**config.mk**
```make
export PLATFORM = sky130hd
export DESIGN_NAME = i2c_master_register_access_unit
export DESIGN_NICKNAME = d
export VERILOG_FILES = /design/src/rtl/i2cra_pkg.sv /design/src/rtl/i2cra_wbuf.sv /design/src/rtl/i2cra_seq.sv /design/src/rtl/i2c_master_register_access_unit.sv
export SDC_FILE = /design/constraint.sdc
export NUM_CORES = 2
export LEC_CHECK = 0
export BUFFER_PORTS_ARGS = -buffer_cell sky130_fd_sc_hd__buf_2
export CORE_MARGIN = 2
export CORE_UTILIZATION = 30
export CTS_BUF_LIST = sky130_fd_sc_hd__clkbuf_2 sky130_fd_sc_hd__clkbuf_4 sky130_fd_sc_hd__clkbuf_8
export DETAILED_ROUTE_END_ITERATION = 8
export GPL_ROUTABILITY_DRIVEN = 0
export PLACE_DENSITY = 0.45
export RECOVER_POWER = 50
export SLEW_MARGIN = 10
export SYNTH_ARGS = -nofsm -noshare
export SYNTH_HDL_FRONTEND = slang
export SYNTH_SLANG_ARGS = --single-unit
```
**constraint.sdc**
```tcl
create_clock -name clk -period 21.5 [get_ports clk]
set_clock_uncertainty 0.05 [all_clocks]
set_input_delay 4.3 -clock clk [delete_from_list [all_inputs] [get_ports clk]]
set_output_delay 4.3 -clock clk [all_outputs]
set_load 0.01 [all_outputs]
```
**src/rtl/i2cra_pkg.sv**
```systemverilog
// i2c master register access: shared types, codes and constants
// no dependencies; used by every module of the block
`timescale 1ns / 1ps
`default_nettype none

package i2cra_pkg;

  localparam int WRITE_DEPTH = 256;
  localparam int WB_AW       = $clog2(WRITE_DEPTH);

  localparam logic [15:0] PHASE_TICKS_RESET = 16'd8;

  typedef enum logic [1:0] {
    CMD_TICK  = 2'd0,
    CMD_LOAD  = 2'd1,
    CMD_WRITE = 2'd2,
    CMD_READ  = 2'd3
  } cmd_t;

  typedef enum logic [2:0] {
    K_IDLE    = 3'd0,
    K_START   = 3'd1,
    K_RESTART = 3'd2,
    K_SEND    = 3'd3,
    K_WACK    = 3'd4,
    K_RECV    = 3'd5,
    K_MACK    = 3'd6,
    K_STOP    = 3'd7
  } kind_t;

  typedef enum logic [1:0] {
    R_ADDRW = 2'd0,
    R_REG   = 2'd1,
    R_DATA  = 2'd2,
    R_ADDRR = 2'd3
  } role_t;

  localparam logic [2:0] ST_OK        = 3'd0;
  localparam logic [2:0] ST_BUSY      = 3'd1;
  localparam logic [2:0] ST_BUS_BUSY  = 3'd2;
  localparam logic [2:0] ST_ADDR_NACK = 3'd3;
  localparam logic [2:0] ST_DATA_NACK = 3'd4;

  typedef struct packed {
    logic [1:0] command;
    logic [6:0] device_address;
    logic [7:0] register_address;
    logic [7:0] byte_count;
    logic [7:0] byte_index;
    logic [7:0] write_data;
    logic       sda_in;
  } req_t;

  typedef struct packed {
    logic       scl_out;
    logic       sda_out;
    logic [7:0] read_byte;
    logic       read_valid;
    logic       last_byte;
    logic       done_res;
    logic [2:0] status;
  } rsp_t;

  typedef struct packed {
    logic             en;
    logic [WB_AW-1:0] addr;
    logic [7:0]       data;
  } wb_wr_t;

endpackage

`default_nettype wire

```
**src/rtl/i2cra_wbuf.sv**
```systemverilog
// write buffer memory with two registered read ports and write forwarding
// depends on i2cra_pkg
`timescale 1ns / 1ps
`default_nettype none

module i2cra_wbuf import i2cra_pkg::*; (
  input  wire logic             clk,
  input  wire logic             rst,
  input  wire wb_wr_t           wb_wr,
  input  wire logic [WB_AW-1:0] rd_addr,
  output logic      [7:0]       cur_byte,
  output logic      [7:0]       nxt_byte
);

  logic [7:0]       mem [WRITE_DEPTH];
  logic [WB_AW-1:0] rd_addr1;
  logic [7:0]       rd0;
  logic [7:0]       rd1;
  logic [7:0]       fwd_data;
  logic             fwd0;
  logic             fwd1;

  assign rd_addr1 = WB_AW'(rd_addr + 1'b1);

  always_ff @(posedge clk) begin
    if (wb_wr.en) begin
      mem[wb_wr.addr] <= wb_wr.data;
    end
    rd0      <= mem[rd_addr];
    rd1      <= mem[rd_addr1];
    fwd_data <= wb_wr.data;
  end

  // a write to the slot being read this cycle wins over the stale read
  always_ff @(posedge clk) begin
    if (rst) begin
      fwd0 <= 1'b0;
      fwd1 <= 1'b0;
    end else begin
      fwd0 <= wb_wr.en && (wb_wr.addr == rd_addr);
      fwd1 <= wb_wr.en && (wb_wr.addr == rd_addr1);
    end
  end

  assign cur_byte = fwd0 ? fwd_data : rd0;
  assign nxt_byte = fwd1 ? fwd_data : rd1;

endmodule

`default_nettype wire

```
**src/rtl/i2cra_seq.sv**
```systemverilog
// bus sequencer: phase timer, bit/byte control and line drive
// depends on i2cra_pkg; takes buffer bytes from i2cra_wbuf
`timescale 1ns / 1ps
`default_nettype none

module i2cra_seq import i2cra_pkg::*; (
  input  wire logic             clk,
  input  wire logic             rst,
  input  wire logic             accept,
  input  wire req_t             req,
  input  wire logic [15:0]      phase_ticks,
  input  wire logic [7:0]       cur_byte,
  input  wire logic [7:0]       nxt_byte,
  output wb_wr_t                wb_wr,
  output logic      [WB_AW-1:0] rd_addr,
  output rsp_t                  rsp_next
);

  kind_t       kind, kind_next;
  logic [1:0]  sub, sub_next;
  logic [15:0] pc, pc_next;
  logic [3:0]  bc, bc_next;
  logic [7:0]  sh, sh_next;
  logic [7:0]  bl, bl_next;
  logic [7:0]  bp, bp_next;
  logic [6:0]  ta, ta_next;
  logic [7:0]  tr, tr_next;
  logic        reading, reading_next;
  role_t       role, role_next;
  logic [2:0]  ss, ss_next;
  logic        scl, scl_next;
  logic        sda, sda_next;

  always_ff @(posedge clk) begin
    if (rst) begin
      kind    <= K_IDLE;
      sub     <= 2'd0;
      pc      <= '0;
      bc      <= '0;
      sh      <= '0;
      bl      <= '0;
      bp      <= '0;
      ta      <= '0;
      tr      <= '0;
      reading <= 1'b0;
      role    <= R_ADDRW;
      ss      <= ST_OK;
      scl     <= 1'b1;
      sda     <= 1'b1;
    end else begin
      kind    <= kind_next;
      sub     <= sub_next;
      pc      <= pc_next;
      bc      <= bc_next;
      sh      <= sh_next;
      bl      <= bl_next;
      bp      <= bp_next;
      ta      <= ta_next;
      tr      <= tr_next;
      reading <= reading_next;
      role    <= role_next;
      ss      <= ss_next;
      scl     <= scl_next;
      sda     <= sda_next;
    end
  end

  assign wb_wr.en   = accept && (cmd_t'(req.command) == CMD_LOAD) &&
                      ({1'b0, req.byte_index} < 9'(WRITE_DEPTH));
  assign wb_wr.addr = req.byte_index[WB_AW-1:0];
  assign wb_wr.data = req.write_data;
  assign rd_addr    = bp_next[WB_AW-1:0];

  always_comb begin
    logic        go;
    logic [15:0] pc_inc;
    logic [15:0] limit;
    logic [3:0]  bc_inc;
    logic [7:0]  bl_dec;
    logic [7:0]  shv;
    logic        sda_bit;
    logic [7:0]  o_byte;
    logic        o_valid;
    logic        o_last;
    logic        o_done;
    logic [2:0]  o_stat;

    kind_next    = kind;
    sub_next     = sub;
    pc_next      = pc;
    bc_next      = bc;
    sh_next      = sh;
    bl_next      = bl;
    bp_next      = bp;
    ta_next      = ta;
    tr_next      = tr;
    reading_next = reading;
    role_next    = role;
    ss_next      = ss;
    scl_next     = scl;
    sda_next     = sda;
    go           = 1'b0;
    o_byte       = '0;
    o_valid      = 1'b0;
    o_last       = 1'b0;
    o_done       = 1'b0;
    o_stat       = ST_OK;
    pc_inc       = pc + 16'd1;
    limit        = (phase_ticks == 16'd0) ? 16'd1 : phase_ticks;
    bc_inc       = bc + 4'd1;
    bl_dec       = bl - 8'd1;
    shv          = {sh[6:0], req.sda_in};
    sda_bit      = req.sda_in;

    if (accept) begin
      unique case (cmd_t'(req.command))
        CMD_LOAD: begin
        end
        CMD_WRITE, CMD_READ: begin
          if (kind == K_IDLE) begin
            reading_next = (cmd_t'(req.command) == CMD_READ);
            ta_next      = req.device_address;
            tr_next      = req.register_address;
            bl_next      = req.byte_count;
            bp_next      = '0;
            ss_next      = ST_OK;
            kind_next    = K_START;
            sub_next     = 2'd0;
            go           = 1'b1;
          end
        end
        default: begin
          if (kind != K_IDLE) begin
            pc_next = pc_inc;
            if (pc_inc >= limit || pc_inc == 16'd0) begin
              go = 1'b1;
              unique case (kind)
                K_START: begin
                  if (sub == 2'd0) begin
                    if (!sda_bit) begin
                      kind_next = K_IDLE; sub_next = 2'd0;
                      o_done = 1'b1; o_stat = ST_BUS_BUSY;
                    end else begin
                      sub_next = 2'd1;
                    end
                  end else if (sub == 2'd1) begin
                    if (sda_bit) begin
                      kind_next = K_IDLE; sub_next = 2'd0;
                      o_done = 1'b1; o_stat = ST_BUS_BUSY;
                    end else begin
                      sub_next = 2'd2;
                    end
                  end else begin
                    sh_next = {ta, 1'b0}; role_next = R_ADDRW; bc_next = '0;
                    kind_next = K_SEND; sub_next = 2'd0;
                  end
                end
                K_RESTART: begin
                  if (sub < 2'd2) begin
                    sub_next = sub + 2'd1;
                  end else begin
                    sh_next = {ta, 1'b1}; role_next = R_ADDRR; bc_next = '0;
                    kind_next = K_SEND; sub_next = 2'd0;
                  end
                end
                K_SEND: begin
                  if (sub < 2'd2) begin
                    sub_next = sub + 2'd1;
                  end else begin
                    sh_next   = {sh[6:0], 1'b0};
                    bc_next   = bc_inc;
                    kind_next = bc_inc[3] ? K_WACK : K_SEND;
                    sub_next  = 2'd0;
                  end
                end
                K_WACK: begin
                  if (sub < 2'd2) begin
                    sub_next = sub + 2'd1;
                  end else begin
                    sub_next = 2'd0;
                    case (role)
                      R_ADDRW: begin
                        if (sda_bit) begin
                          ss_next = ST_ADDR_NACK; kind_next = K_STOP;
                        end else begin
                          sh_next = tr; role_next = R_REG; bc_next = '0;
                          kind_next = K_SEND;
                        end
                      end
                      R_REG: begin
                        if (reading) begin
                          kind_next = K_RESTART;
                        end else if (bl == 8'd0) begin
                          ss_next = ST_OK; kind_next = K_STOP;
                        end else begin
                          sh_next = cur_byte; role_next = R_DATA; bc_next = '0;
                          kind_next = K_SEND;
                        end
                      end
                      R_DATA: begin
                        if (sda_bit) begin
                          ss_next = ST_DATA_NACK; kind_next = K_STOP;
                        end else begin
                          bl_next = bl_dec;
                          bp_next = bp + 8'd1;
                          if (bl_dec == 8'd0) begin
                            ss_next = ST_OK; kind_next = K_STOP;
                          end else begin
                            sh_next = nxt_byte; role_next = R_DATA; bc_next = '0;
                            kind_next = K_SEND;
                          end
                        end
                      end
                      default: begin
                        if (bl == 8'd0) begin
                          ss_next = ST_OK; kind_next = K_STOP;
                        end else begin
                          sh_next = '0; bc_next = '0; kind_next = K_RECV;
                        end
                      end
                    endcase
                  end
                end
                K_RECV: begin
                  if (sub == 2'd0) begin
                    sub_next = 2'd1;
                  end else begin
                    sh_next  = shv;
                    bc_next  = bc_inc;
                    sub_next = 2'd0;
                    if (bc_inc[3]) begin
                      o_byte    = shv;
                      o_valid   = 1'b1;
                      o_last    = (bl == 8'd1);
                      kind_next = K_MACK;
                    end else begin
                      kind_next = K_RECV;
                    end
                  end
                end
                K_MACK: begin
                  if (sub < 2'd3) begin
                    sub_next = sub + 2'd1;
                  end else begin
                    bl_next  = bl_dec;
                    sub_next = 2'd0;
                    if (bl_dec == 8'd0) begin
                      ss_next = ST_OK; kind_next = K_STOP;
                    end else begin
                      sh_next = '0; bc_next = '0; kind_next = K_RECV;
                    end
                  end
                end
                K_STOP: begin
                  if (sub < 2'd3) begin
                    sub_next = sub + 2'd1;
                  end else begin
                    kind_next = K_IDLE; sub_next = 2'd0;
                    o_done = 1'b1; o_stat = ss;
                  end
                end
                default: begin
                  go = 1'b0;
                end
              endcase
            end
          end
        end
      endcase
    end

    // line drive on entry to the next phase
    if (go) begin
      pc_next = '0;
      unique case (kind_next)
        K_START, K_RESTART: begin
          scl_next = 1'b1;
          sda_next = (sub_next == 2'd0);
        end
        K_SEND: begin
          scl_next = (sub_next == 2'd2);
          sda_next = (sub_next != 2'd0) ? sh_next[7] : sda;
        end
        K_WACK: begin
          scl_next = (sub_next == 2'd2);
          sda_next = (sub_next != 2'd0) ? 1'b1 : sda;
        end
        K_RECV: begin
          scl_next = (sub_next == 2'd1);
          sda_next = 1'b1;
        end
        K_MACK: begin
          scl_next = (sub_next == 2'd2);
          sda_next = (sub_next == 2'd0) ? 1'b1 : (bl_next == 8'd1);
        end
        K_STOP: begin
          scl_next = sub_next[1];
          if (sub_next == 2'd1 || sub_next == 2'd2) begin
            sda_next = 1'b0;
          end else if (sub_next == 2'd3) begin
            sda_next = 1'b1;
          end else begin
            sda_next = sda;
          end
        end
        default: begin
          scl_next = 1'b1;
          sda_next = 1'b1;
        end
      endcase
    end

    if (!o_done) begin
      o_stat = (kind_next == K_IDLE) ? ST_OK : ST_BUSY;
    end

    rsp_next.scl_out    = scl_next;
    rsp_next.sda_out    = sda_next;
    rsp_next.read_byte  = o_byte;
    rsp_next.read_valid = o_valid;
    rsp_next.last_byte  = o_last;
    rsp_next.done_res   = o_done;
    rsp_next.status     = o_stat;
  end

endmodule

`default_nettype wire

```
**src/rtl/i2c_master_register_access_unit.sv**
```systemverilog
// response: a request's response is registered on acceptance
// throughput: one request per clock; two-entry output stage takes a new request
//   while a response waits, req_stall rises only when both entries are full
// reset: sequencer idle, both lines released, phase_ticks back to 8; write buffer
//   contents are undefined until loaded, so no clearing pass is run
// top level: i2cra_seq, i2cra_wbuf, i2cra_pkg
`timescale 1ns / 1ps
`default_nettype none

module i2c_master_register_access_unit import i2cra_pkg::*; (
  input  wire logic        clk,
  input  wire logic        rst,
  input  wire logic        req_valid,
  output logic             req_stall,
  input  wire req_t        req,
  output logic             rsp_valid,
  input  wire logic        rsp_stall,
  output rsp_t             rsp,
  input  wire logic        cfg_valid,
  output logic             cfg_ready,
  input  wire logic [15:0] cfg_data
);

  logic             accept;
  logic             pop;
  logic [15:0]      phase_ticks;
  wb_wr_t           wb_wr;
  logic [WB_AW-1:0] rd_addr;
  logic [7:0]       cur_byte;
  logic [7:0]       nxt_byte;
  rsp_t             rsp_next;
  rsp_t             out_data;
  rsp_t             skid_data;
  logic             out_valid;
  logic             skid_valid;

  assign cfg_ready = 1'b1;

  always_ff @(posedge clk) begin
    if (rst) begin
      phase_ticks <= PHASE_TICKS_RESET;
    end else if (cfg_valid && cfg_ready) begin
      phase_ticks <= cfg_data;
    end
  end

  assign accept    = req_valid && !req_stall;
  assign req_stall = skid_valid;
  assign pop       = out_valid && !rsp_stall;

  i2cra_wbuf u_wbuf (
    .clk      (clk),
    .rst      (rst),
    .wb_wr    (wb_wr),
    .rd_addr  (rd_addr),
    .cur_byte (cur_byte),
    .nxt_byte (nxt_byte)
  );

  i2cra_seq u_seq (
    .clk         (clk),
    .rst         (rst),
    .accept      (accept),
    .req         (req),
    .phase_ticks (phase_ticks),
    .cur_byte    (cur_byte),
    .nxt_byte    (nxt_byte),
    .wb_wr       (wb_wr),
    .rd_addr     (rd_addr),
    .rsp_next    (rsp_next)
  );

  // output register plus skid entry
  always_ff @(posedge clk) begin
    if (rst) begin
      out_valid  <= 1'b0;
      skid_valid <= 1'b0;
    end else if (skid_valid) begin
      if (pop) begin
        skid_valid <= 1'b0;
      end
    end else if (accept) begin
      if (out_valid && !pop) begin
        skid_valid <= 1'b1;
      end else begin
        out_valid <= 1'b1;
      end
    end else if (pop) begin
      out_valid <= 1'b0;
    end
  end

  always_ff @(posedge clk) begin
    if (skid_valid) begin
      if (pop) begin
        out_data <= skid_data;
      end
    end else if (accept) begin
      if (out_valid && !pop) begin
        skid_data <= rsp_next;
      end else begin
        out_data <= rsp_next;
      end
    end
  end

  assign rsp_valid = out_valid;
  assign rsp       = out_data;

endmodule

`default_nettype wire

```
### Yosys cells after proc, flatten, opt, wreduce, memory -nomap -nowiden

Memory sizes are Yosys's and may differ from the RTL's. A register that Yosys moved wholly into a read port is not among the register bits.
Index checks and enable logic that the tools add are counted.
W data, S select, Z words.

* register bits after elaboration: 132
* bits in writable memories: 2048
* input bits: 63
* memories kept: 1

Memories
* u_wbuf.mem: words 256, width 8, rd ports 2, clocked after memory_dff 2, wr ports 1, RTL line i2cra_wbuf.sv:15 `logic [7:0] mem [WRITE_DEPTH];`

* bitwise logic cells: 3
* order comparisons: 3
* reduce and logical (&&, ||, !) cells: 46
* $add $sub $neg: 6
* equality and inequality tests: 50
* mux-type cells: 186

Operators by type and width (number)
* $mux W8: 42
* $mux W3: 37
* $mux W16: 5
* $mux W4: 12
* $pmux W8 S2: 3
* $pmux W8 S6: 1
* $mux W2: 23
* $mux W1: 45
* $logic_not A16 Y1: 2
* $reduce_and A15 Y1: 2
* $eq A3 B3 Y1 const B: 8
* $pmux W3 S2: 4
* $pmux W4 S6: 1
* $pmux W8 S3: 1
* $ne A2 B2 Y1 const B: 11
* $ne A3 B3 Y1 const B: 7
* $pmux W3 S7: 1
* $reduce_and A19 Y1: 1
* $pmux W3 S3: 2
* $add A16 B1 Y16 const B: 1
* $add A8 B1 Y8 const B: 2
* $eq A8 B1 Y1 const B: 2
* $eq A8 B8 Y1: 2
* $ge A16 B16 Y1: 1
* other kinds (34): 78

### Depth between registers and ports, before layout

* depth in word-level cells: 18
* depth in mapped cells: 36
* gate-level depth less buffers: 24

### By module

Synthesis repeated with hierarchy kept, for this count alone.

* cell total of the unflattened synthesis: 5477
* area total of the unflattened synthesis: 104002.2 µm²

Modules (own cells, without submodules)
* i2cra_wbuf: instances 1, cells an instance 4551, area an instance 96203.5 µm²
* i2cra_seq: instances 1, cells an instance 809, area an instance 5945.7 µm²
* i2c_master_register_access_unit: instances 1, cells an instance 117, area an instance 1853.0 µm²

### Worst setup path before layout

OpenSTA, ideal clock, no wires.

* path type: in2reg
* from: input req[41] (netlist bit)
* to: register u_wbuf.rd1[4], read port of u_wbuf.mem
* data arrival time: 9.855 ns
* setup time: 0.124 ns
* cell stages on the path: 24
* data required time: 21.326 ns
* setup slack: 11.471 ns
* cell sequence: clkbuf_1 > nor4b_1 > nand3_1 > nand3_1 > o31ai_1 > nor4_4 > inv_2 > buf_6 > buf_6 > buf_2 > buf_2 > buf_2 > buf_2 > ha_1 > clkbuf_1 > clkbuf_1 > clkbuf_1 > clkbuf_1 > clkbuf_1 > mux4_2 > a31oi_1 > nand3_1 > a32oi_1 > nand3_1

* longest elaborated chain between the ends: 5
* elaborated cells between the ends (all ways): 7
* classes of those cells: add/sub: 1; eq/ne: 3; mux: 2; reduce/logical: 1

Ends and longest elaborated chain
* from (decl): RTL line i2c_master_register_access_unit.sv:15 `input wire req_t req,`
* $eq A2 B2 Y1: RTL line i2cra_seq.sv:116 `unique case (cmd_t'(req.command))`
* $reduce_or A2 Y1
* $pmux W8 S2 *: RTL line i2cra_seq.sv:116
* $mux W8 *: RTL line i2cra_seq.sv:115 `if (accept) begin`
* via rd_addr[0]: RTL line i2c_master_register_access_unit.sv:28 `logic [WB_AW-1:0] rd_addr;`
* $add A8 B1 Y8 *: RTL line i2cra_wbuf.sv:23 `assign rd_addr1 = WB_AW'(rd_addr + 1'b1);`
* to (decl): RTL line i2cra_wbuf.sv:18 `logic [7:0] rd1;`

Mark *: on every way through the listed nets, which the timed path passes. The rest lies on a longest branch.
A chain may end at the register's enable or synchronous reset.

### Worst setup path after layout

* from: input req[8] (netlist bit)
* to: memory u_wbuf.mem[180][7] (data pin)

RTL lines (RTL line)
* to (decl): i2cra_wbuf.sv:15

No word-level cell before the write port.

==> reports/qor.csv <==
stage;metric;value;unit
run_status;status;complete, but fails checks;
run_status;failing checks;capacitance limit, slew limit;
final_layout;Post-Layout Cell Count;13910;
grt;all-layer global routing usage;25.09;%
critical_path;Critical-path top delay cell;clkbuf_1;
power;Pint;6.874;mW
floorplanning;Core Rows;221;
yosys;main combinational cell family by area after synthesis;simple AND/OR/NAND/NOR gates;
grt;initial antenna violation count;53;
final_layout;P&R area growth vs syn;11.96;%
critical_path;delay-heaviest family, CP;buffers and inverters;
critical_path;worst stage delay on the critical path;6.21;ns
sta;Final setup viols;0;
critical_path;Reg2Reg Setup Slack;10.50;ns
power;Worst VDD drop;0.04618;mV
yosys;synth unique cells;102;
grt;largest net degree at the start of global routing;179;
final_layout;most frequent cells in the layout;2080 x edfxtp_1, 1987 x nand2_1, 735 x nand3_1, 506 x mux4_2, 432 x nor2_1;
clock_tree;hold-fix buffers at CTS;0;
clock_tree;clock sink count;2196;
clock_tree;H-tree Lvls;5;
floorplanning;DIE HEIGHT;607.0;microns
power;Leak;38.95;nW
critical_path;most frequent cell on the critical path;clkbuf_1;
placement;Port Buffer Count;80;
sta;Slew Limit Fails;2171;
critical_path;CP Class;input pin to flop;
yosys;Post-Synth Adder-Cell Area;0.4130;%
final_layout;Nets;8869;
clock_tree;total CTS buffers;393;
yosys;ys flop type;edfxtp_1;
floorplanning;initial cell density of the core;30.11;%
sta;Total Neg Setup Slack;0;ns
drt;initial drt markers;11670;
clock_tree;clock root cell;clkbuf_8;
clock_tree;maximum buffer depth of the clock tree;4;
drt;Final ANT Viol Nets;0;
floorplanning;Placeable Area;362200;sq um
power;combinational power share;1.8;%
clock_tree;Clock transition at path regs;0.06;ns
yosys;Mapped Area;109100;sq um
yosys;Synth Area in Simple Gates;14.66;%
floorplanning;IO Count;82;
placement;post-detail-place hpwl;299100;microns
yosys;post-synthesis xor/xnor area fraction;0.4818;%
critical_path;worst path arrival time;14.20;ns
drt;vias post-DR;82710;
final_layout;final design utilization;33.71;%
final_layout;FF+latch area;64780;sq um
yosys;post-synthesis mux area share;14.10;%
sta;Max Clock Freq;68.20;MHz
clock_tree;clk_lat worst skew;1.15;ns
yosys;Synth Instances;8775;
floorplanning;die area;368400;sq um
min_path;worst hold path class;flop to flop;
critical_path;required time worst endpoint;21.04;ns
critical_path;Max FO, Critical Path;178;
yosys;flop and latch count out of synthesis;2196;
sta;worst hold slack;0.4107;ns
yosys;post-synthesis compound-gate area fraction;7.429;%
yosys;Mapped Nets;8874;
critical_path;CP Launch Type;input pin;
critical_path;CP Cell Sequence;clkbuf_1, clkbuf_1;
sta;worst rel slew slack;-489.3;%
critical_path;CP endpoint kind;flop;
placement;Placed Cells incl. Taps;13170;
power;clock power share;45.4;%
drt;wire length per cell;34.22;microns
yosys;Async SR Flop Fraction;0;%
drt;residual DRC count;0;
final_layout;most common cell after layout, fill and taps aside;edfxtp_1;
sta;final hold vios;0;
final_layout;Final Instance Area;122100;sq um
critical_path;Crit path buffers/inverters;2;
power;NetSw;2.039;mW
final_layout;area of the multi-input gates;40890;sq um
clock_tree;setup repair bufs after CTS;0;
final_layout;share of layout cells above drive strength 1;17.12;%
yosys;Seq/Total Area, Yosys;59.39;%
floorplanning;Die Width;607.0;microns
sta;unrepaired setup endpoints after global routing;false;
final_layout;fill count;35560;
sta;crit share post-route;68.20;%
drt;First-pass DRT Iterations;7;
grt;vias in the first global route;78600;
drt;vias per std cell;5.947;
drt;drt total wl;475900;microns
yosys;Post-synth EDFFs;2080;
grt;global route overflow;0;
sta;Slew @ Worst Pin;8.839;ns
sta;Period minus WS final;14.66;ns
grt;wire length of the first global-routing pass;650400;microns
power;Switching Fraction;22.88;%
clock_tree;TritonCTS clock tree;built;
power;sequential power share;52.9;%
placement;dpl cell area;114400;sq um
yosys;Synth Warn #;0;
clock_tree;Post-CTS Resized;0;
run;max-cap viol count;27;
power;PwrDens;72.99;nW/um^2
yosys;Mean Syn Cell Area;12.43;sq um
-- cells in the mapped netlist, types with 18 or more instances --
master	n	share of area [%]
edfxtp_1	2080	57
a21oi_1	218	1.0
o211ai_1	45	0.31
o221ai_1	19	0.15
nor3_1	53	0.24
buf_1	91	0.31
a211o_1	20	0.16
nor2b_1	20	0.11
a311oi_1	73	0.59
nor4b_1	55	0.44
a211oi_1	104	0.72
a31oi_1	191	1.1
buf_2	253	1.2
o22ai_1	31	0.18
a22oi_1	23	0.16
nor4_1	30	0.17
mux2_2	39	0.40
nand2_1	1990	6.8
xnor2_1	41	0.33
nor2_1	459	1.6
a2111oi_0	30	0.24
nand3_1	745	3.4
a221oi_1	30	0.24
o21ai_0	149	0.68
and3_1	124	0.71
clkbuf_1	278	0.96
a21o_1	18	0.12
and2_1	23	0.13
mux2i_1	346	3.2
dfxtp_1	116	2.1
buf_4	53	0.36
ha_1	36	0.41
mux4_2	506	10
nand4_1	72	0.41
inv_1	48	0.17
a32oi_1	55	0.44
xor2_1	19	0.15
buf_6	35	0.36
-- kinds of logic after synthesis --
logic type                 count (synthesis)
xor gates and xnor gates                  60
muxes                                    894
AOI/OAI and AO/OA                       1166
buffers and inverters                    774
adders and majority gates                 36
other                                      1
and+or+nand+nor                         3648
DFF                                     2196
-- flip-flops by register name, indices dropped and copies added, names as in the netlist, 7 cells and up --
signal	cells
u_wbuf.fwd_data	8
u_wbuf.mem	2048
u_wbuf.rd1	8
u_seq.sh	8
rsp	16
u_seq.bp	8
u_seq.bl	8
u_seq.ta	7
u_seq.pc	16
u_seq.tr	8
skid_data	16
u_wbuf.rd0	8
phase_ticks	16
-- per-stage QoR --
stage                     worst slack, ns  total power, mW
after floorplan                     11.47            4.831
after CTS                           9.769            8.948
after global placement              8.328            4.942
after global routing                6.168            9.143
after detailed placement            8.587            4.946
final                               6.837            8.913
-- power groups by stage --
stage,Clock (mW),Sequential [mW],Combinational [mW]
after global routing,4.26,4.71,0.170
final,4.04,4.71,0.159
after floorplan,0,4.78,0.0486
after detailed placement,0,4.78,0.161
after global placement,0,4.78,0.158
after CTS,4.09,4.70,0.161
-- final timing paths --
kind,from,endpoint,cells past startpoint
worst max-delay path,req[8],u_wbuf.mem[180][7],2
worst min-delay path,u_seq.ta[6],u_seq.ta[6],2
worst max register to register,u_seq.pc[0],u_wbuf.rd0[5],25
worst min register to register,u_seq.ta[6],u_seq.ta[6],2
-- cell type report --
class	count	area share (%)
inverters	50	0.1660
well taps	4794	4.912
repair buffers	324	1.936
clock inverters	172	0.9887
clock buffers	537	5.402
flip-flops and latches	2196	53.05
diodes	31	0.06352
multi-input cells	5805	33.48
-- layer usage --
metal	global-route usage [%]	up-vias	wire length [microns]
met5	0	-	232
met4	13.47	31	27860
met3	6.039	1176	50650
met2	37.61	5443	208100
met1	33.49	42420	189100
li1	-	33640	-
No activity file was read; power rests on OpenSTA's default activity.
